===== config.mk =====
export PLATFORM = sky130hd
export DESIGN_NAME = lru_key_value_cache_core
export DESIGN_NICKNAME = d
export VERILOG_FILES = /design/src/lkvc_pkg.sv /design/src/lru_key_value_cache_core.sv
export SDC_FILE = /design/constraint.sdc
export NUM_CORES = 2
export LEC_CHECK = 0
export ABC_AREA = 0
export BUFFER_PORTS_ARGS = -buffer_cell sky130_fd_sc_hd__buf_4
export CORE_ASPECT_RATIO = 0.9
export CORE_MARGIN = 1.5
export CORE_UTILIZATION = 60
export DETAILED_ROUTE_END_ITERATION = 8
export GPL_TIMING_DRIVEN = 0
export PLACE_DENSITY = 0.76
export SYNTH_ARGS = -nofsm -noshare
export SYNTH_HDL_FRONTEND = slang
export SYNTH_SLANG_ARGS = --single-unit
export TNS_END_PERCENT = 100

===== constraint.sdc =====
create_clock -name clk -period 26.3 [get_ports clk]
set_input_delay 3.945 -clock clk [delete_from_list [all_inputs] [get_ports clk]]
set_output_delay 3.945 -clock clk [all_outputs]
set_load 0.02 [all_outputs]

===== src/lkvc_pkg.sv =====
// Package with the sizes and transfer types of the LRU key-value cache.
package lkvc_pkg;

  localparam int ENTRIES    = 16;
  localparam int KEY_BITS   = 32;
  localparam int VALUE_BITS = 32;
  localparam int CAP_BITS   = 5;
  localparam int SLOT_BITS  = $clog2(ENTRIES);
  localparam int RANK_BITS  = $clog2(ENTRIES);
  localparam int COUNT_BITS = $clog2(ENTRIES + 1);

  localparam logic [CAP_BITS-1:0] CAP_RESET = CAP_BITS'(ENTRIES);

  typedef enum logic {
    OP_LOOKUP = 1'b0,
    OP_INSERT = 1'b1
  } opcode_t;

  typedef struct packed {
    opcode_t               opcode;
    logic [KEY_BITS-1:0]   key;
    logic [VALUE_BITS-1:0] insert_value;
  } req_t;

  typedef struct packed {
    logic                  hit;
    logic [VALUE_BITS-1:0] value;
    logic [SLOT_BITS-1:0]  slot;
    logic                  evicted;
    logic [COUNT_BITS-1:0] entries_used;
  } rsp_t;

endpackage


===== src/lru_key_value_cache_core.sv =====
// Fully associative key-value cache with least-recently-used replacement.
//
// A request is held in an input register; once the output register can take it, every stored
// key is compared at once, the hit, free or victim entry is chosen, the rank order is updated
// and the response is written to the output register. One request per cycle is sustained
// while rsp_stall does not hold a response. Recency is held as a rank per entry (0 most
// recent). There is no clearing pass after reset. capacity is written through cfg_wr_en and
// cfg_wr_data; the user must write it only while idle, which the block does not enforce.
module lru_key_value_cache_core (
  input  logic                          clk,
  input  logic                          rst,
  input  logic                          req_valid,
  output logic                          req_stall,
  input  lkvc_pkg::req_t                req,
  output logic                          rsp_valid,
  input  logic                          rsp_stall,
  output lkvc_pkg::rsp_t                rsp,
  input  logic                          cfg_wr_en,
  input  logic [lkvc_pkg::CAP_BITS-1:0] cfg_wr_data
);
  import lkvc_pkg::*;

  // Control state.
  logic [CAP_BITS-1:0]   capacity;
  logic [ENTRIES-1:0]    entry_valid;
  logic [RANK_BITS-1:0]  rank [ENTRIES];
  logic [COUNT_BITS-1:0] fill_count;
  logic                  req_q_valid;

  // Payload state.
  req_t                  req_q;
  logic [KEY_BITS-1:0]   entry_key   [ENTRIES];
  logic [VALUE_BITS-1:0] entry_value [ENTRIES];

  // Stage logic.
  logic                  advance;
  logic [ENTRIES-1:0]    match;
  logic                  hit_any;
  logic [SLOT_BITS-1:0]  hit_slot;
  logic [SLOT_BITS-1:0]  free_slot;
  logic [SLOT_BITS-1:0]  victim_slot;
  logic [SLOT_BITS-1:0]  target;
  logic [COUNT_BITS-1:0] cap_eff;
  logic                  has_room;
  logic                  do_insert;
  logic                  do_update;
  logic [RANK_BITS-1:0]  target_rank;
  logic [RANK_BITS-1:0]  oldest_rank;
  logic [RANK_BITS-1:0]  rank_next [ENTRIES];
  logic [ENTRIES-1:0]    entry_valid_next;
  logic [COUNT_BITS-1:0] fill_count_next;
  rsp_t                  rsp_next;

  assign advance   = req_q_valid && (!rsp_valid || !rsp_stall);
  assign req_stall = req_q_valid && !advance;

  // Zero acts as one, anything above the entry count acts as the entry count.
  always_comb begin
    if (capacity == '0) begin
      cap_eff = COUNT_BITS'(1);
    end else if (capacity > CAP_RESET) begin
      cap_eff = COUNT_BITS'(ENTRIES);
    end else begin
      cap_eff = COUNT_BITS'(capacity);
    end
  end

  assign oldest_rank = RANK_BITS'(fill_count - COUNT_BITS'(1));

  // Lowest matching, lowest free and the least recent entry. Valid ranks always form a
  // permutation of 0 to fill_count-1, so the victim is the one whose rank is fill_count-1.
  always_comb begin
    hit_slot    = '0;
    free_slot   = '0;
    victim_slot = '0;
    for (int i = ENTRIES - 1; i >= 0; i--) begin
      match[i] = entry_valid[i] && (entry_key[i] == req_q.key);
      if (match[i]) begin
        hit_slot = SLOT_BITS'(i);
      end
      if (!entry_valid[i]) begin
        free_slot = SLOT_BITS'(i);
      end
      if (entry_valid[i] && rank[i] == oldest_rank) begin
        victim_slot = SLOT_BITS'(i);
      end
    end
  end

  assign hit_any   = |match;
  assign has_room  = fill_count < cap_eff;
  assign do_insert = !hit_any && (req_q.opcode == OP_INSERT);
  assign do_update = hit_any || do_insert;

  always_comb begin
    if (hit_any) begin
      target = hit_slot;
    end else if (has_room) begin
      target = free_slot;
    end else begin
      target = victim_slot;
    end
  end

  assign target_rank = rank[target];

  // A hit or an eviction moves down only the entries that were more recent than the target;
  // a fill into a free slot moves down every valid entry.
  always_comb begin
    for (int i = 0; i < ENTRIES; i++) begin
      rank_next[i] = rank[i];
      if (SLOT_BITS'(i) == target) begin
        rank_next[i] = '0;
      end else if (entry_valid[i] && ((do_insert && has_room) || rank[i] < target_rank)) begin
        rank_next[i] = rank[i] + RANK_BITS'(1);
      end
    end
  end

  always_comb begin
    entry_valid_next = entry_valid;
    fill_count_next  = fill_count;
    if (do_insert) begin
      entry_valid_next[target] = 1'b1;
      if (has_room) begin
        fill_count_next = fill_count + COUNT_BITS'(1);
      end
    end
  end

  always_comb begin
    rsp_next.hit          = hit_any;
    rsp_next.evicted      = do_insert && !has_room;
    rsp_next.entries_used = fill_count_next;
    if (hit_any) begin
      rsp_next.value = entry_value[hit_slot];
    end else if (do_insert) begin
      rsp_next.value = req_q.insert_value;
    end else begin
      rsp_next.value = '0;
    end
    rsp_next.slot = do_update ? target : '0;
  end

  always_ff @(posedge clk) begin
    if (rst) begin
      capacity    <= CAP_RESET;
      entry_valid <= '0;
      fill_count  <= '0;
      req_q_valid <= 1'b0;
      rsp_valid   <= 1'b0;
      for (int i = 0; i < ENTRIES; i++) begin
        rank[i] <= '0;
      end
    end else begin
      if (cfg_wr_en) begin
        capacity <= cfg_wr_data;
      end
      if (req_valid && !req_stall) begin
        req_q_valid <= 1'b1;
      end else if (advance) begin
        req_q_valid <= 1'b0;
      end
      if (advance) begin
        rsp_valid <= 1'b1;
      end else if (!rsp_stall) begin
        rsp_valid <= 1'b0;
      end
      if (advance && do_update) begin
        entry_valid <= entry_valid_next;
        fill_count  <= fill_count_next;
        rank        <= rank_next;
      end
    end
  end

  always_ff @(posedge clk) begin
    if (req_valid && !req_stall) begin
      req_q <= req;
    end
    if (advance) begin
      rsp <= rsp_next;
    end
    if (advance && do_insert) begin
      entry_key[target]   <= req_q.key;
      entry_value[target] <= req_q.insert_value;
    end
  end

  // The fill count always equals the number of valid entries.
  assert property (@(posedge clk) disable iff (rst)
    $countones(entry_valid) == int'(fill_count))
    else $error("fill count differs from the number of valid entries");

  assert property (@(posedge clk) disable iff (rst)
    fill_count <= COUNT_BITS'(ENTRIES))
    else $error("fill count exceeds the entry count");

  assert property (@(posedge clk) disable iff (rst)
    rsp_valid |-> !(rsp.hit && rsp.evicted))
    else $error("response reports both a hit and an eviction");

  // A hit or an eviction leaves the number of filled entries unchanged.
  assert property (@(posedge clk) disable iff (rst)
    advance && (hit_any || (do_insert && !has_room)) |=> fill_count == $past(fill_count))
    else $error("fill count changed on a hit or an eviction");

endmodule

==> impl_metrics.ini <==
[grt]
antenna_found_initial = 3
grt_first_pass_wirelength_um = 233000
grt_max_degree = 49
track_usage_pct = 34.6
grt-ovfl-total = 0
grt_pass1_vias = 34500

[synth]
synth_area_leaders = edfxtp_1 (61%), xor2_1 (6.4%), mux2i_1 (5.1%), dfxtp_1 (3.3%), xnor2_1 (2.5%)
synth_area_um2 = 55300
synth_flop_cell = edfxtp_1
syn_area_per_cell_um2 = 14.3
yosys.cell_types.count = 92
synth_warnings = 0
ys_seq_area_share_pct = 64.8
syn_nets = 4003
ys_async_sr_fraction_pct = 0
synth-seq-cells = 1224
synth_top_area_share_pct = 61.5
syn_inst = 3858
synth-edff-count = 1132
synth_top_cell_by_area = edfxtp_1

[outcome]
violations = capacitance limit, slew limit
status = finished, violations left

[placed_design]
place.gp.congestion = 0.995
hpwl_um = 106000
portBuffers = 118

[job]
maxCapViolCount = 1

[clock_tree]
cts_tree = yes
clkLatencyLatePin_ps = 730
post_cts_buffers = 0
clockBufferDepth = 3
post_cts_resized = 0
numCtsBuffers = 117
holdBufCountCts = 0
clk_pin_slew_ps = 60
h-tree-depth = 3
cts_sinks = 1224
ctsRootBufferMaster = clkbuf_16

[pwr]
p_int_w = 0.00313
p_leak_nw = 20.5
p_sw_share_pct = 22.6
ir_drop_v = 0.0000612
clockPowerShare_pct = 41.4
switchingPower_w = 0.000915
power_w = 0.00404
power_density_nw_per_um2 = 64.8
combPwrFrac_pct = 4.5
seqPwrFrac_pct = 54.1

[final_layout]
mostFrequentLayoutCell = edfxtp_1
area_growth_syn_to_layout_pct = 12.9
fin_nets = 4289
final_cell_mix = edfxtp_1 (1132), xor2_1 (402), mux2i_1 (280)
n_antenna_cell = 0
fill_cells = 6298
drive_above_1_share_pct = 12.2

[timing]
finalClockSkew_ps = 46.3
setup_violations = 0
hold_violations = 0
tightestPinTransition_ps = 1500
max_freq_mhz = 104
rsz0062_at_grt = no
min_period_over_period_pct = 36.6
slew_viol_final = 17
setup_tns_ps = 0
min_period_ps = 9620
relSlewSlack_pct = -0.122

[min_path]
hold_path_class = flip-flop to flip-flop

[floorplanning]
die_width_um = 323
core_um2 = 91200
start_util_pct = 60.6
dieArea_um2 = 94000
io_pins = 120
core.rowCount = 105
die_h_um = 291

[drt]
vias_per_cell = 6.65
routed-via-count = 36400
drc = 0
first_pass_iters = 6
wl_per_cell_um = 30.0
ant_nets = 0
drt_iter0_markers = 5731
wl_um = 164000

[setup_path]
cp_slowest_cell = edfxtp_1
startpoint_type = flip-flop
crit_arrival_ps = 10230
r2r_slack_ps = 16680
critPathMaxFanout = 17
cp.required_ps = 26910
end_kind = flip-flop
cp_slowest_stage_delay_ps = 1260
crit_type = flip-flop to flip-flop
crit_family = simple AND/OR/NAND/NOR gates
crit_chain = buf_2 -> buf_2 -> xor2_1 -> nor4_1 -> nand4b_1 -> nor4_1 -> nor4bb_1 -> nand4_1 -> o221ai_1 -> nand2_1 -> clkbuf_1 -> clkbuf_1 -> o211ai_1 -> o211ai_1 -> o21ai_0 -> o21ai_2 -> buf_8 -> ha_1 -> o21a_1 -> o21ai_0 -> o311ai_4 -> or4_1 -> a31oi_1
crit_buf_inv = 5
[power by group through the flow]
stage / logic [W] / registers [W] / clock network, W
after floorplan: 0.000101 / 0.00220 / 0
after CTS: 0.000177 / 0.00218 / 0.00168
after global routing: 0.000190 / 0.00219 / 0.00175
final: 0.000182 / 0.00219 / 0.00167
after global placement: 0.000170 / 0.00223 / 0
after detailed placement: 0.000176 / 0.00223 / 0
[through the flow]
stage	hold WS, ps	util, %	area, um^2	instances	worst slack [ps]
CTS	496	68.5	62400	5478	17250
global placement	463	63.3	57700	5206	11060
detailed placement	481	64.3	58600	5255	17340
finish	491	68.5	62400	5478	16680
floorplan	450	-	55300	3858	16040
global route	531	68.5	62400	5478	16620
[area by class of cell]
| cell class | instances | area [um^2] | share of cell area, % |
|---|---|---|---|
| Clock inverter | 79 | 744 | 1.19 |
| Clock buffer | 144 | 3060 | 4.90 |
| Sequential cell | 1224 | 35800 | 57.4 |
| Buffer | 205 | 1090 | 1.75 |
| Multi-Input combinational cell | 2382 | 18300 | 29.3 |
| Inverter | 47 | 176 | 0.283 |
| Timing Repair Buffer | 167 | 1670 | 2.68 |
| Tap cell | 1230 | 1540 | 2.46 |
[cell usage after synthesis (70+ instances only)]
cell	count
a21oi_1	148
xor2_1	402
nor2_1	132
dfxtp_1	92
nand4_1	89
ha_1	70
clkbuf_1	84
mux2i_1	280
nand2_1	121
xnor2_1	160
edfxtp_1	1132
o21ai_0	77
a211oi_1	104
nor4_1	171
[logic make-up (layout without fill, tap and decap cells)]
| group | after synthesis | in the layout | share of synthesized area (%) |
|---|---|---|---|
| muxes | 288 | 288 | 5.23 |
| buffers and inverters | 252 | 642 | 2.29 |
| xor gates and xnor gates | 586 | 586 | 9.87 |
| DFF | 1224 | 1224 | 64.8 |
| and+or+nand+nor | 910 | 910 | 9.55 |
| AOI/OAI and AO/OA | 528 | 528 | 6.67 |
| adders and majority gates | 70 | 70 | 1.58 |
[worst min-delay path: stages (launching register included)]
cell and delay [ps]:
dfxtp_1 340, a21oi_1 50, nor2_1 70
[layer usage]
layer	routed length [um]	up-vias	GRT usage [%]	share of wire, %
li1	-	15400	-	-
met3	21900	442	7.83	13
met4	6670	2	13.1	4.1
met5	42	-	0	0.026
met1	63000	17900	49.8	38
met2	72600	2667	51.8	44
[worst paths after layout]
check,cells past startpoint,endpoint,startpoint
max reg2reg,23,rank[50]$_SDFFE_PP0P_,req_q[50]$_DFFE_PP_
min,2,rsp_valid$_SDFFE_PP0P_,req_q_valid$_SDFFE_PP0P_
min reg2reg,2,rsp_valid$_SDFFE_PP0P_,req_q_valid$_SDFFE_PP0P_
max,23,rank[50]$_SDFFE_PP0P_,req_q[50]$_DFFE_PP_
[registers in the layout (all words and copies together), names as in the netlist]
register / cells
req_q_valid: 1
entry_key: 512
rank: 64
capacity: 5
fill_count: 5
req_q: 65
rsp_valid: 1
entry_value: 512
rsp: 43
entry_valid: 16
(Power assumes the default switching activity.)
